### config.mk
export PLATFORM = sky130hd
export DESIGN_NAME = dpad_onscreen_keyboard_selector_core_flat
export DESIGN_NICKNAME = d
export VERILOG_FILES = /design/src/sv/dosk_pkg.sv /design/src/sv/dosk_chan_if.sv /design/src/sv/dpad_onscreen_keyboard_selector_core.sv /design/src/flat_wrapper.sv
export SDC_FILE = /design/constraint.sdc
export NUM_CORES = 1
export LEC_CHECK = 0
export BUFFER_PORTS_ARGS = -buffer_cell sky130_fd_sc_hd__buf_2
export CAP_MARGIN = 20
export CORE_MARGIN = 5
export CORE_UTILIZATION = 40
export CTS_CLUSTER_DIAMETER = 80
export DETAILED_ROUTE_END_ITERATION = 12
export GPL_TIMING_DRIVEN = 0
export SKIP_CTS_REPAIR_TIMING = 1
export SYNTH_ARGS = -nofsm -noshare
export SYNTH_HDL_FRONTEND = slang
export SYNTH_SLANG_ARGS = --single-unit
### constraint.sdc
create_clock -name clk -period 22.2 [get_ports clk]
set_clock_uncertainty 0.05 [all_clocks]
set_input_delay 2.22 -clock clk [delete_from_list [all_inputs] [get_ports clk]]
set_output_delay 2.22 -clock clk [all_outputs]
set_load 0.005 [all_outputs]
### src/sv/dosk_pkg.sv
`timescale 1ns / 1ps
// ----------------------------------------------------------------------------
// dosk_pkg - shared types and tables for the pad-driven on-screen keyboard
// Transaction payloads, op codes, key grid geometry and the scancode ROM.
// ----------------------------------------------------------------------------
package dosk_pkg;

  localparam int unsigned NUM_ROWS = 5;
  localparam int unsigned MAX_COLS = 12;
  localparam int unsigned ROM_DEPTH = NUM_ROWS * MAX_COLS;
  localparam int unsigned ROM_AW = $clog2(ROM_DEPTH);

  // op codes
  localparam logic [1:0] OP_PAD    = 2'd0;
  localparam logic [1:0] OP_TOGGLE = 2'd1;
  localparam logic [1:0] OP_EXT    = 2'd2;
  localparam logic [1:0] OP_SLOT   = 2'd3;

  // reserved key codes
  localparam logic [7:0] CODE_CLOSE = 8'hFF;
  localparam logic [7:0] CODE_UART  = 8'hFE;

  // pad bit positions
  localparam int unsigned PAD_UP    = 0;
  localparam int unsigned PAD_DOWN  = 1;
  localparam int unsigned PAD_LEFT  = 2;
  localparam int unsigned PAD_RIGHT = 3;
  localparam int unsigned PAD_A     = 6;

  localparam logic [2:0] LAST_ROW = 3'(NUM_ROWS - 1);

  typedef struct packed {
    logic [1:0] op;
    logic [7:0] pad;
    logic [7:0] ext_scancode;
  } in_item_t;

  typedef struct packed {
    logic       used;
    logic       key_posted;
    logic [7:0] scancode;
    logic [7:0] sequence_res;
    logic       active;
    logic [2:0] cursor_row;
    logic [3:0] cursor_col;
    logic       redraw;
    logic       uart_toggle;
    logic       slot_free;
  } out_item_t;

  // row-major scancode table, unused slots are zero
  localparam logic [7:0] SCAN_ROM [ROM_DEPTH] = '{
    8'h02, 8'h03, 8'h04, 8'h05, 8'h06, 8'h07, 8'h08, 8'h09, 8'h0A, 8'h0B, 8'h00, 8'h00,
    8'h10, 8'h11, 8'h12, 8'h13, 8'h14, 8'h15, 8'h16, 8'h17, 8'h18, 8'h19, 8'h00, 8'h00,
    8'h1E, 8'h1F, 8'h20, 8'h21, 8'h22, 8'h23, 8'h24, 8'h25, 8'h26, 8'h00, 8'h00, 8'h00,
    8'h2C, 8'h2D, 8'h2E, 8'h2F, 8'h30, 8'h31, 8'h32, 8'h34, 8'h0C, 8'h00, 8'h00, 8'h00,
    8'h2A, 8'h39, 8'h0D, 8'h0E, 8'h1C, 8'h4B, 8'h50, 8'h48, 8'h4D, 8'h01, CODE_CLOSE,
    CODE_UART
  };

  // keys per row
  function automatic logic [3:0] row_len(input logic [2:0] row);
    logic [3:0] len;
    case (row)
      3'd0, 3'd1: len = 4'd10;
      3'd2, 3'd3: len = 4'd9;
      default:    len = 4'd12;
    endcase
    return len;
  endfunction

  function automatic logic [7:0] scan_lookup(input logic [2:0] row, input logic [3:0] col);
    logic [6:0] idx;
    logic [7:0] code;
    idx = 7'(row) * 7'(MAX_COLS) + 7'(col);
    if (row < 3'(NUM_ROWS) && col < 4'(MAX_COLS)) begin
      code = SCAN_ROM[idx[ROM_AW-1:0]];
    end else begin
      code = 8'h00;
    end
    return code;
  endfunction

endpackage

### src/sv/dosk_chan_if.sv
`timescale 1ns / 1ps
// ----------------------------------------------------------------------------
// dosk_chan_if - valid/ready channel
// Carries one payload per transaction; accepted when valid and ready are high.
// ----------------------------------------------------------------------------
interface dosk_chan_if #(
  parameter type payload_t = logic
);
  logic     valid;
  logic     ready;
  payload_t payload;

  modport source (output valid, output payload, input ready);
  modport sink   (input valid, input payload, output ready);
endinterface

### src/sv/dpad_onscreen_keyboard_selector_core.sv
`timescale 1ns / 1ps
// ----------------------------------------------------------------------------
// dpad_onscreen_keyboard_selector_core - pad-driven on-screen keyboard cursor
// Edge-detects pad frames, moves a cursor over a 5-row key grid, posts
// scancodes with a wrapping sequence number and tracks the posted-slot flag.
// ----------------------------------------------------------------------------
//
//  channel | dir | handshake            | payload
//  --------+-----+----------------------+---------------------------------------
//  in_ch   | in  | valid/ready          | op, pad, ext_scancode
//  out_ch  | out | valid/ready          | used, key_posted, scancode, sequence_res,
//          |     |                      | active, cursor_row, cursor_col, redraw,
//          |     |                      | uart_toggle, slot_free
//
//  The state update and result are computed in one pass of combinational
//  logic from the accepted item and land in the output register on the
//  accepting edge, or in the skid register while the output is stalled.
//  Sustained rate is one item per cycle while the sink keeps up.
//  A two-entry output (result register plus skid register) lets one more item
//  in while a result is stalled; in_ch.ready drops only when both are full.
//  rst_n is synchronous, active low; it clears all architectural state and both valid bits.
//
module dpad_onscreen_keyboard_selector_core (
  input  logic      clk,
  input  logic      rst_n,
  dosk_chan_if.sink   in_ch,
  dosk_chan_if.source out_ch
);
  import dosk_pkg::*;

  // architectural state
  logic [7:0] prev_pad_r,   prev_pad_nxt;
  logic       shown_r,      shown_nxt;
  logic [2:0] row_r,        row_nxt;
  logic [3:0] col_r,        col_nxt;
  logic [7:0] post_count_r, post_count_nxt;
  logic       slot_taken_r, slot_taken_nxt;

  // output register and skid stage
  logic      out_valid_r, skid_valid_r;
  out_item_t out_data_r,  skid_data_r;

  in_item_t  item;
  out_item_t res_nxt;
  logic      in_acc, out_acc;

  logic [7:0] pad_edge;
  logic [7:0] code;
  logic [3:0] len;

  assign item    = in_ch.payload;
  assign in_acc  = in_ch.valid && in_ch.ready;
  assign out_acc = out_valid_r && out_ch.ready;

  // room as long as the skid stage is empty
  assign in_ch.ready    = !skid_valid_r;
  assign out_ch.valid   = out_valid_r;
  assign out_ch.payload = out_data_r;

  assign pad_edge = item.pad & ~prev_pad_r;

  // -------------------------------------------------------------------------
  // Single-pass item evaluation. Moves are applied in order left, right, up,
  // down; A reads the cursor after all moves.
  // -------------------------------------------------------------------------
  always_comb begin
    prev_pad_nxt   = prev_pad_r;
    shown_nxt      = shown_r;
    row_nxt        = row_r;
    col_nxt        = col_r;
    post_count_nxt = post_count_r;
    slot_taken_nxt = slot_taken_r;
    res_nxt        = '0;
    code           = 8'h00;
    len            = row_len(row_r);

    case (item.op)
      OP_PAD: begin
        prev_pad_nxt = item.pad;
        if (shown_r) begin
          res_nxt.used = 1'b1;
          if (pad_edge[PAD_LEFT]) begin
            if (col_nxt != 4'd0) col_nxt = col_nxt - 4'd1;
            res_nxt.redraw = 1'b1;
          end
          if (pad_edge[PAD_RIGHT]) begin
            if (col_nxt + 4'd1 < len) col_nxt = col_nxt + 4'd1;
            res_nxt.redraw = 1'b1;
          end
          if (pad_edge[PAD_UP]) begin
            if (row_nxt != 3'd0) row_nxt = row_nxt - 3'd1;
            len = row_len(row_nxt);
            if (col_nxt >= len) col_nxt = len - 4'd1;
            res_nxt.redraw = 1'b1;
          end
          if (pad_edge[PAD_DOWN]) begin
            if (row_nxt < LAST_ROW) row_nxt = row_nxt + 3'd1;
            len = row_len(row_nxt);
            if (col_nxt >= len) col_nxt = len - 4'd1;
            res_nxt.redraw = 1'b1;
          end
          if (pad_edge[PAD_A]) begin
            code = scan_lookup(row_nxt, col_nxt);
            if (code == CODE_CLOSE) begin
              shown_nxt = 1'b0;
            end else if (code == CODE_UART) begin
              res_nxt.uart_toggle = 1'b1;
              res_nxt.redraw      = 1'b1;
            end else begin
              post_count_nxt       = post_count_r + 8'd1;
              slot_taken_nxt       = 1'b1;
              res_nxt.key_posted   = 1'b1;
              res_nxt.scancode     = code;
              res_nxt.sequence_res = post_count_nxt;
            end
          end
        end
      end
      OP_TOGGLE: begin
        shown_nxt      = !shown_r;
        res_nxt.redraw = !shown_r;
      end
      OP_EXT: begin
        post_count_nxt       = post_count_r + 8'd1;
        slot_taken_nxt       = 1'b1;
        res_nxt.key_posted   = 1'b1;
        res_nxt.scancode     = item.ext_scancode;
        res_nxt.sequence_res = post_count_nxt;
      end
      OP_SLOT: begin
        res_nxt.slot_free = !slot_taken_r;
        slot_taken_nxt    = 1'b0;
      end
      default: begin
        res_nxt = '0;
      end
    endcase

    res_nxt.active     = shown_nxt;
    res_nxt.cursor_row = row_nxt;
    res_nxt.cursor_col = col_nxt;
  end

  // state advances on every accepted transaction
  always_ff @(posedge clk) begin
    if (!rst_n) begin
      prev_pad_r   <= '0;
      shown_r      <= 1'b0;
      row_r        <= '0;
      col_r        <= '0;
      post_count_r <= '0;
      slot_taken_r <= 1'b0;
    end else if (in_acc) begin
      prev_pad_r   <= prev_pad_nxt;
      shown_r      <= shown_nxt;
      row_r        <= row_nxt;
      col_r        <= col_nxt;
      post_count_r <= post_count_nxt;
      slot_taken_r <= slot_taken_nxt;
    end
  end

  // output register with skid: new result goes to the output register when
  // it frees up this cycle, else parks in the skid stage
  always_ff @(posedge clk) begin
    if (!rst_n) begin
      out_valid_r  <= 1'b0;
      skid_valid_r <= 1'b0;
    end else begin
      if (!out_valid_r || out_acc) begin
        if (skid_valid_r) begin
          out_valid_r  <= 1'b1;
          skid_valid_r <= 1'b0;
        end else begin
          out_valid_r <= in_acc;
        end
      end else if (in_acc) begin
        skid_valid_r <= 1'b1;
      end
    end
  end

  always_ff @(posedge clk) begin
    if (!out_valid_r || out_acc) begin
      if (skid_valid_r) begin
        out_data_r <= skid_data_r;
      end else if (in_acc) begin
        out_data_r <= res_nxt;
      end
    end else if (in_acc) begin
      skid_data_r <= res_nxt;
    end
  end

  // -------------------------------------------------------------------------
  // Assertions
  // -------------------------------------------------------------------------
  a_row_range: assert property (@(posedge clk) disable iff (!rst_n)
    row_r <= LAST_ROW)
    else $error("cursor row out of grid");

  a_col_range: assert property (@(posedge clk) disable iff (!rst_n)
    col_r < row_len(row_r))
    else $error("cursor column past end of row");

  a_skid_order: assert property (@(posedge clk) disable iff (!rst_n)
    skid_valid_r |-> out_valid_r)
    else $error("skid stage holds a result ahead of the output register");

  a_seq_step: assert property (@(posedge clk) disable iff (!rst_n)
    (in_acc && res_nxt.key_posted) |=> (post_count_r == $past(post_count_r) + 8'd1))
    else $error("sequence number did not advance on post");

  a_slot_clear: assert property (@(posedge clk) disable iff (!rst_n)
    (in_acc && item.op == OP_SLOT) |=> !slot_taken_r)
    else $error("slot flag not cleared by slot check");

endmodule

### src/flat_wrapper.sv
// flat-port wrapper written by rule: the top's interface ports become plain ports
module dpad_onscreen_keyboard_selector_core_flat import dosk_pkg::*;
  (clk, rst_n, in_ch_valid, in_ch_payload, in_ch_ready, out_ch_valid, out_ch_payload, out_ch_ready);
  dosk_chan_if #(.payload_t(in_item_t)) in_ch_i ();
  dosk_chan_if #(.payload_t(out_item_t)) out_ch_i ();
  input  logic clk;
  input  logic rst_n;
  input wire logic [$bits(in_ch_i.valid)-1:0] in_ch_valid;
  input wire logic [$bits(in_ch_i.payload)-1:0] in_ch_payload;
  output wire logic [$bits(in_ch_i.ready)-1:0] in_ch_ready;
  output wire logic [$bits(out_ch_i.valid)-1:0] out_ch_valid;
  output wire logic [$bits(out_ch_i.payload)-1:0] out_ch_payload;
  input wire logic [$bits(out_ch_i.ready)-1:0] out_ch_ready;
  assign in_ch_i.valid = in_ch_valid;
  assign in_ch_i.payload = in_ch_payload;
  assign in_ch_ready = in_ch_i.ready;
  assign out_ch_valid = out_ch_i.valid;
  assign out_ch_payload = out_ch_i.payload;
  assign out_ch_i.ready = out_ch_ready;
  dpad_onscreen_keyboard_selector_core u_core (.clk(clk), .rst_n(rst_n), .in_ch(in_ch_i), .out_ch(out_ch_i));
endmodule
## Word level (Yosys, flattened, before mapping)

Memories as Yosys holds them, arrays and structs flattened.
Index checks and enable logic that the tools add are counted.

- $add $sub $neg: 8
- Mux-type cells: 83
- Magnitude comparators: 7
- Reductions and logical operators: 29
- Eq/ne operators: 18
- Multipliers: 1
- Bitwise gates (word level): 5

Operators with widths:

| kind | number |
|---|---|
| $mux 4 | 24 |
| $mux 8 | 10 |
| $mux 29 | 2 |
| $mux 17 | 3 |
| $mux 3 | 16 |
| $pmux 17 s2 | 1 |
| $eq 3x2->1 const B | 6 |
| $mux 18 | 1 |
| $pmux 3 s2 | 3 |
| $eq 8x8->1 const B | 2 |
| $pmux 8 s2 | 1 |
| $mux 1 | 15 |
| $reduce_or 2->1 | 7 |
| $reduce_and 6->1 | 2 |
| $sub 4x1->4 const B | 3 |
| $eq 3x1->1 const B | 3 |
| $logic_not 3->1 | 3 |
| $add 8x1->8 const B | 1 |
| $ge 4x4->1 | 2 |
| $mux 2 | 4 |
| $and 7x7->7 | 1 |
| $ge 7x7->1 const B | 1 |
| $not 6->7 | 1 |
| $not 7->7 | 1 |
| 23 further kinds | 38 |

- Word-level logic and storage cells: 180
- Memory bits (read-only): 512
- Memories kept: 1
- Register bits: 84
- Bits of input ports: 22
- Output and inout bits: 31

Memories:

| name | words | width | read ports | clocked after Yosys merged registers in | write ports | RTL line | RTL |
|---|---|---|---|---|---|---|---|
| (name not given) | 64 | 8 | 1 | 0 | 0 | dosk_pkg.sv:77 | `code = SCAN_ROM[idx[ROM_AW-1:0]];` |

## Longest topological paths before layout

Gate-level depths: netlist of run 1.

- Depth after elaboration: 41
- Depth in mapped cells: 40
- Gate-level depth less buffers: 39

## Least setup slack after synthesis of run 1

Ideal clock, no wire load.

- Path type: input to register
- Start: input in_ch_payload[10]
- End: register u_core.skid_data_r[10] in the netlist's numbering (data pin)
- Path buffers: 1
- Setup time: 0.261 ns
- Cell stages on the path: 33
- Data required time: 21.889 ns
- Arrival time: 8.897 ns
- Path slack: 12.993 ns
- Cell sequence: or3b_1 > o2111ai_2 > ha_1 > ha_1 > or3_1 > o21ai_0 > a21oi_2 > a21boi_1 > o211ai_2 > inv_1 > ha_1 > a21oi_1 > o21ai_0 > and2_1 > clkbuf_1 > nand2_1 > mux2_2 > ha_1 > o21ai_0 > a21oi_1 > nor2_1 > nor2_1 > nor2_1 > ha_1 > fa_1 > xnor2_1 > nand2_1 > o21ai_0 > a221o_1 > o21ai_0 > a311oi_2 > nand3_1 > a221o_1

RTL lines:

| item | RTL line | RTL |
|---|---|---|
| start, declared | flat_wrapper.sv:9 | `input wire logic [$bits(in_ch_i.payload)-1:0] in_ch_payload;` |
| end signal, assigned | dpad_onscreen_keyboard_selector_core.sv:191 | `skid_data_r <= res_nxt;` |
| end, declared | dpad_onscreen_keyboard_selector_core.sv:41 | `out_item_t out_data_r, skid_data_r;` |

## Worst setup path in the final report of run 1

- Start: input in_ch_payload[10]
- End: register u_core.out_data_r, in the netlist u_core.out_ch.payload[10] (data pin)

- Cells in the longest elaborated chain, start to end: 36
- Elaborated cells between the ends (all ways): 38
- Classes of those cells: 2 x add/sub; 4 x order compare; 1 x eq/ne; 27 x mux; 2 x bitwise; 1 x reduce/logical; 1 x memory

Ends and longest elaborated chain:

| item | RTL line | RTL |
|---|---|---|
| $and 7x7->7 (*) | dpad_onscreen_keyboard_selector_core.sv:60 | `assign pad_edge = item.pad & ~prev_pad_r;` |
| $mux 4 (*) | dpad_onscreen_keyboard_selector_core.sv:82 | `if (pad_edge[PAD_LEFT]) begin` |
| $mux 4 (*) | dpad_onscreen_keyboard_selector_core.sv:80 | `if (shown_r) begin` |
| $mux 4 (*) | dpad_onscreen_keyboard_selector_core.sv:77 | `case (item.op)` |
| $add 4x1->4 | dpad_onscreen_keyboard_selector_core.sv:87 | `if (col_nxt + 4'd1 < len) col_nxt = col_nxt + 4'd1;` |
| $lt 4x4->1 | dpad_onscreen_keyboard_selector_core.sv:87 |  |
| $mux 4 | dpad_onscreen_keyboard_selector_core.sv:87 |  |
| $mux 4 (*) | dpad_onscreen_keyboard_selector_core.sv:86 | `if (pad_edge[PAD_RIGHT]) begin` |
| [... 20 more ...] | n/a |  |
| $mux 8 (*) | dpad_onscreen_keyboard_selector_core.sv:77 |  |
| $eq 8x8->1 (*) | dpad_onscreen_keyboard_selector_core.sv:104 | `if (code == CODE_CLOSE) begin` |
| $mux 1 (*) | dpad_onscreen_keyboard_selector_core.sv:104 |  |
| $mux 1 (*) | dpad_onscreen_keyboard_selector_core.sv:102 | `if (pad_edge[PAD_A]) begin` |
| $mux 1 (*) | dpad_onscreen_keyboard_selector_core.sv:80 |  |
| $pmux 1 s2 (*) | dpad_onscreen_keyboard_selector_core.sv:77 |  |
| $mux 29 (*) | dpad_onscreen_keyboard_selector_core.sv:187 | `end else if (in_acc) begin` |
| $mux 29 (*) | dpad_onscreen_keyboard_selector_core.sv:185 | `if (skid_valid_r) begin` |
| end signal, assigned | dpad_onscreen_keyboard_selector_core.sv:186 | `out_data_r <= skid_data_r;` |
| end signal, assigned | dpad_onscreen_keyboard_selector_core.sv:188 | `out_data_r <= res_nxt;` |
| end, declared | dpad_onscreen_keyboard_selector_core.sv:41 |  |

Every way passes the cells marked *; elsewhere a longest branch is shown, timed or not. The select of a mux whose other input is x is not followed.
A chain may end at the register's enable or synchronous reset.

==> impl_metrics.py, run 1 <==
metrics = {
    "clock_tree": {
        "cts_buffers": 9,
        "cts_buffer_depth": 2,
        "cts_max_level": 3,
        "ctsRootBufferMaster": "clkbuf_16",
        "cts_sinks": 82,
        "cts_tree": "done",
        "clock_latency_ns": 0.34,
        "clk_pin_slew_worst_paths_ns": 0.06,
    },
    "floorplanning": {
        "io_pins": 53,
        "core_sq_um": 13900,
        "fp-row-count": 43,
        "start_util_pct": 41.0,
        "die_w_um": 130,
        "die_area_sq_um": 16800,
        "die_height_um": 130,
    },
    "min_path": {
        "hold_class": "reg2reg",
    },
    "worst_setup_path": {
        "critPathLaunchType": "primary input",
        "worst_ep_arrival_time_ns": 10.53,
        "cp_top_family": "compound AO/OA/AOI/OAI gates",
        "cpMaxStageDelayCell": "xnor2_1",
        "critPathBufInv": 3,
        "cpPeakStageDelay_ns": 0.76,
        "critPathRequiredTime_ns": 22.23,
        "crit_path_frequent_cell": "o21ai_0",
        "crit_type": "in2reg",
        "cp_max_fo": 10,
        "end_kind": "flop",
    },
    "detailed_routing": {
        "drc_errors": 0,
        "met3RoutedLength_um": 572,
        "drt_first_pass_iters": 5,
        "vias": 4834,
        "drtIter0Drc": 472,
        "via_per_inst": 5.62,
        "ant_nets": 0,
        "wl_met1_mm": 6.88,
        "routed_wl_mm": 14.9,
        "met2_length_mm": 7.16,
        "routed.top_layer": "met4",
        "wl_per_cell_um": 17.3,
    },
    "pwr": {
        "swShare_pct": 28.6,
        "fin_total_pwr_mw": 0.447,
        "clkPwrFrac_pct": 37.6,
        "intPower_mw": 0.319,
        "p_switching_mw": 0.128,
        "p_per_area_nw_per_um2": 68.2,
        "p_leak_nw": 2.51,
        "ir_worst_vdd_mv": 0.0337,
        "pwr-share-seq_pct": 38.9,
        "pwr-share-comb_pct": 23.5,
    },
    "timing": {
        "final_hold_viol_count": 0,
        "min_period_ns": 10.50,
        "post-route-period-util_pct": 47.3,
        "worst_pin_slew_ns": 1.09,
        "relSlewSlack_pct": 26.9,
        "holdWs_ns": 0.442,
        "fmax_ghz": 0.0952,
        "setup_viol": 0,
        "rsz0062_at_grt": "no",
        "tns_ns": 0,
        "maxSlewViolCount": 0,
        "layout_setup_ws_ns": 11.70,
    },
    "yosys": {
        "synth_area_leaders": "edfxtp_1 30%, ha_1 8.5%, dfxtp_1 8.4%",
        "syn_avg_cell_area_sq_um": 9.30,
        "synth.area.mux_share_pct": 5.69,
        "ys_warn_count": 0,
        "synthFlopType": "edfxtp_1",
        "async_reset_ff_share_pct": 0,
        "syn-num-nets": 677,
        "synth_common_cells": "87 x nand2_1, 58 x edfxtp_1, 39 x ha_1, 37 x nor2_1, 31 x o21ai_0",
        "synth_compound_area_share_pct": 19.6,
        "yosysSeqAreaShare_pct": 38.9,
        "syn_inst": 614,
        "synthSimpleGateAreaFrac_pct": 20.9,
        "syn_area_sq_um": 5710,
        "synth-edff-count": 58,
        "synth_xor_area_share_pct": 2.15,
        "synth_top_area_share_pct": 30.5,
        "synth_top_family_by_area": "simple AND/OR/NAND/NOR gates",
        "synth.distinct_cells": 77,
        "synth-seq-cells": 82,
        "synth_top_cell_by_area": "edfxtp_1",
        "synth_fa_ha_area_share_pct": 9.24,
        "yosysMostFrequentCell": "nand2_1",
    },
    "global_route": {
        "first_global_vias": 4643,
        "grt_usage_pct": 18.0,
        "overflow": 0,
        "antenna_found_initial": 0,
        "grt_max_degree": 30,
        "grt_pass1_wl_mm": 24.0,
    },
    "final_layout": {
        "antenna_cells": 0,
        "area_delta_synth_final_pct": 14.7,
        "fin_nets": 738,
        "post-route-util_pct": 47.0,
        "drive_above_1_share_pct": 14.4,
    },
    "placement": {
        "buffer_ports.inserted": 49,
        "hpwl_mm": 11.3,
        "pre_cts_ws_ns": 11.46,
        "gp_congestion": 0.896,
    },
    "status": {
        "outcome": "finished clean",
    },
    "run": {
        "maxCapViolCount": 0,
    },
}
[state kept, by name, indices dropped and copies added (netlist names)]
signal / count
u_core.out_ch.payload: 29
u_core.row_r: 3
u_core.slot_taken_r: 1
u_core.skid_data_r: 29
u_core.out_ch.valid: 1
u_core.col_r: 4
u_core.shown_r: 1
u_core.skid_valid_r: 1
u_core.prev_pad_r: 5
u_core.post_count_r: 8
[power groups by stage]
stage	Sequential (mW)	Clock (mW)	Combinational (mW)
after floorplan	0.177	0	0.0734
after global placement	0.177	0	0.102
after detailed placement	0.177	0	0.104
after CTS	0.174	0.171	0.105
after global routing	0.174	0.179	0.117
final	0.174	0.168	0.105
[cells in the final DEF, fill, tap and decap left out, types with 7 or more instances in the layout]
cell type	synthesis	final
mux2_2	11	11
nand2b_1	19	19
mux2i_1	19	19
a21oi_1	22	22
o31ai_1	18	18
nor3_1	19	19
clkbuf_1	22	24
dfxtp_1	24	24
nor2_1	37	36
o21ai_0	31	31
buf_2	1	50
nor3b_1	9	9
nor2b_1	15	15
clkbuf_16	0	9
inv_1	20	20
nand2_1	87	87
ha_1	39	39
edfxtp_1	58	58
xnor2_1	10	10
a31oi_1	9	9
or3_1	7	7
nand3_1	17	17
[cell type report]
class                   instances  area [sq um]
well taps                     180           225
plain buffers                  28           110
multi-input cells             479          3290
clock buffers                  11           233
flip-flops and latches         82          2220
clock inverters                 5           103
fillers                      1333          7380
repair buffers                 50           273
inverters                      25          93.8
[metal layers]
layer  vias to the layer above  GRT usage, %
li1                       2390             -
met1                      2327          24.3
met2                        99          30.0
met3                        18          2.56
met4                         0          5.68
met5                         -             0
[worst min-delay path, stage by stage (launching register included)]
cell,delay [ns]
dfxtp_1,0.33
nand2_1,0.06
mux2i_1,0.06
[stage by stage]
step	instances	instance area, sq um
2_1_floorplan	614	5710
3_3_place_gp	843	6180
3_5_place_dp	844	6220
4_1_cts	860	6550
5_1_grt	860	6550
6_report	860	6550
[final timing paths]
path,end,startpoint,cells past startpoint,slack [ns]
setup reg to reg,u_core.out_ch.payload[10],u_core.col_r[0],37,12.98
setup / recovery,u_core.out_ch.payload[10],in_ch_payload[10],36,11.70
hold reg to reg,u_core.post_count_r[7],u_core.post_count_r[7],2,0.44
hold / removal,u_core.post_count_r[7],u_core.post_count_r[7],2,0.44
[cell families (layout without fill, tap and decap cells)]
family	Yosys count	in the layout
simple gates	237	237
flops	82	82
fa+ha+maj	41	41
compound gates	156	156
buf+inv	53	119
mux	31	31
xor+xnor	14	14
Note: power is estimated with default switching activity, not from simulation.
==> run 2: changes to the inputs <==
==> constraint.sdc (replaced) <==
create_clock -name clk -period 8.4 [get_ports clk]
set_clock_uncertainty 0.05 [all_clocks]
set_input_delay 0.84 -clock clk [delete_from_list [all_inputs] [get_ports clk]]
set_output_delay 0.84 -clock clk [all_outputs]
set_load 0.005 [all_outputs]
==> run 2 against run 1 <==
Net effect: first-iteration DRC count decreased by 13%; via count increased by 1.7%; combinational power increased to 2.9 times the previous value; count of clock-buffer cells in the layout unchanged; core utilization increased by 2.1 points; setup slack got worse by 11 ns; final area increased by 4.4%; register-to-register slack got worse by 13 ns; wire length increased by 3.4%; cell count increased by 1.2%.
==> impl_metrics.py, run 2 (synthesis gave the netlist of run 1 again) <==
metrics = {
    "floorplanning": {
        "start_util_pct": 41.0,
        "io_pins": 53,
        "core_sq_um": 13900,
        "fp-row-count": 43,
        "die_area_sq_um": 16800,
        "die_height_um": 130,
        "die_w_um": 130,
    },
    "detailed_routing": {
        "via_per_inst": 5.65,
        "routed_wl_mm": 15.4,
        "drtIter0Drc": 413,
        "drt_first_pass_iters": 5,
        "ant_nets": 0,
        "vias": 4916,
        "drc_errors": 0,
        "wl_per_cell_um": 17.7,
    },
    "worst_setup_path": {
        "end_kind": "flop",
        "critPathLaunchType": "flop",
        "cp_max_fo": 10,
        "cpMaxStageDelayCell": "fa_2",
        "critPathRequiredTime_ns": 8.42,
        "crit_type": "reg2reg",
        "cpPeakStageDelay_ns": 0.56,
        "crit_path_frequent_cell": "o21ai_0",
        "worst_ep_arrival_time_ns": 8.07,
    },
    "timing": {
        "tns_ns": 0,
        "min_period_ns": 8.05,
        "relSlewSlack_pct": 27.1,
        "post-route-period-util_pct": 95.8,
        "worst_pin_slew_ns": 1.09,
        "final_hold_viol_count": 0,
        "setup_viol": 0,
        "maxSlewViolCount": 0,
        "fmax_ghz": 0.124,
    },
    "min_path": {
        "hold_class": "reg2reg",
    },
    "final_layout": {
        "antenna_cells": 0,
        "fin_nets": 748,
        "drive_above_1_share_pct": 20.0,
        "post-route-util_pct": 49.1,
        "area_delta_synth_final_pct": 19.8,
        "final_common_cell": "nand2_1",
        "num-fill-cells": 1320,
        "layout_common_cells": "85 x nand2_1, 58 x edfxtp_1, 50 x buf_2, 37 x ha_1, 34 x nor2_1",
    },
    "clock_tree": {
        "cts_buffers": 9,
        "cts_max_level": 3,
        "cts_tree": "done",
        "cts_sinks": 82,
        "ctsRootBufferMaster": "clkbuf_16",
        "clock_latency_ns": 0.34,
        "cts_buffer_depth": 2,
        "clk_pin_slew_worst_paths_ns": 0.06,
    },
    "run": {
        "maxCapViolCount": 0,
    },
    "placement": {
        "buffer_ports.inserted": 49,
        "hpwl_mm": 11.3,
        "gp_congestion": 0.896,
    },
    "global_route": {
        "grt_usage_pct": 18.0,
        "overflow": 0,
        "antenna_found_initial": 0,
        "grt_max_degree": 30,
        "grt_pass1_wl_mm": 24.0,
        "first_global_vias": 4643,
    },
    "status": {
        "outcome": "finished clean",
    },
    "pwr": {
        "p_leak_nw": 2.63,
        "ir_worst_vdd_mv": 0.0898,
        "p_per_area_nw_per_um2": 177,
    },
}
==> run 2: critical path, delay by kind of cell, from the launching register on <==
kind,cells,cell delay [ns]
buffers and inverters,3,0.42
DFF,1,0.37
adders and majority gates,7,2.08
AOI/OAI and AO/OA,15,3.03
and+or+nand+nor,9,1.83
==> run 2: layout make-up <==
| type | instances | area, sq um | share of cell area (%) |
|---|---|---|---|
| plain buffers | 27 | 111 | 1.63 |
| multi-input cells | 479 | 3490 | 51.1 |
| clock inverters | 5 | 103 | 1.50 |
| clock buffers | 11 | 233 | 3.40 |
| well taps | 180 | 225 | 3.29 |
| flip-flops and latches | 82 | 2220 | 32.5 |
| inverters | 25 | 97.6 | 1.43 |
| repair buffers | 61 | 355 | 5.19 |
==> run 2: power by group <==
part,switching (mW),leakage (nW),total (mW),internal [mW]
Sequential,0.00735,0.750,0.459,0.452
Clock,0.154,0.161,0.444,0.290
Combinational,0.191,1.71,0.308,0.117
Total,0.352,2.63,1.21,0.859
==> run 2: final timing paths <==
kind / startpoint / endpoint / slack (ns) / cells past startpoint
setup reg to reg: u_core.col_r[1] / u_core.out_ch.payload[10] / 0.35 / 34
hold reg to reg: u_core.post_count_r[7] / u_core.post_count_r[7] / 0.44 / 2
setup / recovery: u_core.col_r[1] / u_core.out_ch.payload[10] / 0.35 / 34
hold / removal: u_core.post_count_r[7] / u_core.post_count_r[7] / 0.44 / 2
==> run 2: per-stage QoR <==
stage	hold WS [ns]	instance area, sq um	cells	setup slack, ns	power (mW)
6_report	0.443	6840	870	0.355	1.21
5_1_grt	0.475	6840	870	-0.0798	1.27
4_1_cts	0.441	6550	860	-0.721	1.19
3_5_place_dp	0.431	6220	844	-0.955	0.743
3_3_place_gp	0.415	6180	843	-0.932	0.736
2_1_floorplan	0.402	5710	614	0.573	0.662
==> run 2: routing by layer <==
metal	GRT usage (%)	up-vias	part of all wire [%]
met2	30.0	113	48
met5	0	-	0
met4	5.68	0	2.0
met1	24.3	2367	46
li1	-	2411	-
met3	2.56	25	4.1
==> run 3: changes to the inputs <==
--- a/config.mk
+++ b/config.mk
@@ -12,6 +12,8 @@
 export CTS_CLUSTER_DIAMETER = 80
 export DETAILED_ROUTE_END_ITERATION = 12
 export GPL_TIMING_DRIVEN = 0
+export PLACE_DENSITY = 0.66
+export RECOVER_POWER = 100
 export SKIP_CTS_REPAIR_TIMING = 1
 export SYNTH_ARGS = -nofsm -noshare
 export SYNTH_HDL_FRONTEND = slang
==> run 3 against run 2 <==
Net effect: the flow now finishes with violations (max-capacitance violations, max-slew violations); final area shrank 2.2%; sequential share of layout area up 0.73 points; cell count decreased by 0.23%; count of clock-buffer cells in the layout is 2 lower; via count increased by 0.31%; largest cell class unchanged; highest routed layer unchanged.
==> impl_metrics.py, run 3 (synthesis gave the netlist of run 1 again) <==
metrics = {
    "status": {
        "outcome": "finished with violations",
        "violations": "max-capacitance violations, max-slew violations",
    },
    "final_layout": {
        "multi_input_area_sq_um": 3460,
        "final_common_cell": "nand2_1",
        "area.sequential_sq_um": 2220,
        "num-fill-cells": 1345,
        "drive_above_1_share_pct": 16.9,
        "area_delta_synth_final_pct": 17.1,
        "antenna_cells": 0,
        "fin_nets": 746,
        "layout_common_cells": "85 x nand2_1, 58 x edfxtp_1, 38 x clkbuf_1, 37 x ha_1",
    },
    "global_route": {
        "first_global_vias": 4785,
        "grt_pass1_wl_mm": 23.7,
        "overflow": 0,
        "grt_usage_pct": 17.6,
        "antenna_found_initial": 0,
        "grt_max_degree": 30,
    },
    "min_path": {
        "holdPathStages": 2,
        "hold_class": "reg2reg",
    },
    "clock_tree": {
        "cts_buffers": 9,
        "cts_buffer_depth": 2,
        "clk_pin_slew_worst_paths_ns": 0.06,
        "cts_tree": "done",
        "clock_latency_ns": 0.35,
        "cts_sinks": 82,
        "ctsRootBufferMaster": "clkbuf_16",
        "cts_max_level": 3,
    },
    "placement": {
        "hpwl_mm": 11.2,
        "gp_congestion": 0.947,
        "buffer_ports.inserted": 49,
    },
    "worst_setup_path": {
        "end_kind": "flop",
        "cpMaxStageDelayCell": "or4bb_1",
        "crit_start": "u_core.col_r[1]",
        "critPathRequiredTime_ns": 8.43,
        "worstReg2RegEnd": "u_core.out_ch.payload[10]",
        "critPathLaunchType": "flop",
        "r2r_setup_slack_ns": 0.47,
        "cpPeakStageDelay_ns": 0.54,
        "worst_ep_arrival_time_ns": 7.96,
        "cp_max_fo": 9,
        "crit_end": "u_core.out_ch.payload[10]",
        "reg2regPathDepth": 34,
        "crit_path_frequent_cell": "ha_1",
        "crit_type": "reg2reg",
        "reg2reg_from": "u_core.col_r[1]",
    },
    "detailed_routing": {
        "wl_per_cell_um": 17.1,
        "ant_nets": 0,
        "routed_wl_mm": 14.9,
        "drt_first_pass_iters": 8,
        "drc_errors": 0,
        "via_per_inst": 5.68,
        "vias": 4931,
        "drtIter0Drc": 444,
    },
    "pwr": {
        "p_per_area_nw_per_um2": 170,
        "p_leak_nw": 2.51,
        "ir_worst_vdd_mv": 0.0747,
        "fin_total_pwr_mw": 1.14,
    },
    "timing": {
        "tns_ns": 0,
        "fmax_ghz": 0.126,
        "min_period_ns": 7.93,
        "final_hold_viol_count": 0,
        "maxSlewViolCount": 30,
        "relSlewSlack_pct": -71.0,
        "post-route-period-util_pct": 94.4,
        "setup_viol": 0,
        "worst_pin_slew_ns": 2.55,
    },
    "floorplanning": {
        "io_pins": 53,
        "die_height_um": 130,
        "fp-row-count": 43,
        "die_area_sq_um": 16800,
        "start_util_pct": 41.0,
        "die_w_um": 130,
        "core_sq_um": 13900,
    },
    "run": {
        "maxCapViolCount": 1,
    },
}
run 3: cell types whose count changed in the layout (fill, tap and decap cells not counted), sizes merged:
| cell | previous run | this run |
|---|---|---|
| buf | 67 | 46 |
| clkinv | 4 | 5 |
| bufinv | 3 | 0 |
| clkbuf | 32 | 49 |
| inv | 22 | 25 |
| clkinvlp | 1 | 2 |
run 3: power by group:
group / switching [mW] / internal, mW / leakage [nW]
logic: 0.186 / 0.112 / 1.62
clock network: 0.173 / 0.205 / 0.135
registers: 0.00754 / 0.452 / 0.750
total: 0.366 / 0.770 / 2.51
run 3: final cells by class:
class / instances / area share, %
Multi-Input combinational cell: 479 / 51.7
Sequential cell: 82 / 33.2
Timing Repair Buffer: 59 / 4.41
Clock buffer: 9 / 3.37
Tap cell: 180 / 3.37
Buffer: 27 / 1.66
Inverter: 25 / 1.40
Clock inverter: 7 / 0.916
run 3: worst min path at each step:
stage	start	end	slack (ns)
floorplan	u_core.post_count_r[1]	u_core.post_count_r[1]	0.40
global placement	u_core.post_count_r[1]	u_core.post_count_r[1]	0.41
detailed placement	u_core.post_count_r[1]	u_core.post_count_r[1]	0.43
CTS	u_core.post_count_r[1]	u_core.post_count_r[1]	0.43
global route	u_core.post_count_r[1]	u_core.post_count_r[1]	0.47
finish	u_core.post_count_r[1]	u_core.post_count_r[1]	0.44
run 3: metrics by stage:
| stage | utilization, % | setup slack, ns | std cells | area, sq um | hold WS [ns] |
|---|---|---|---|---|---|
| global placement | 44.4 | -0.953 | 843 | 6180 | 0.414 |
| global route | 48.0 | -0.0582 | 868 | 6690 | 0.473 |
| finish | 48.0 | 0.469 | 868 | 6690 | 0.440 |
| detailed placement | 44.6 | -1.10 | 844 | 6220 | 0.425 |
| floorplan | - | 0.573 | 614 | 5710 | 0.402 |
| CTS | 46.7 | -0.924 | 860 | 6500 | 0.434 |
run 3: per-layer routing:
metal	wire, um	track usage (%)
met1	6790	23.1
met5	0	0
met3	630	2.39
met4	246	5.07
met2	7220	30.4
run 3: critical path, delay by kind of cell (launching register included):
family,cells,cell delay (ns)
adder cells (fa/ha/maj),6,1.56
flip-flops,1,0.38
buffers and inverters,1,0.09
AND/OR/NAND/NOR,9,2.34
AO/OA/AOI/OAI,17,2.97
multiplexers,1,0.30
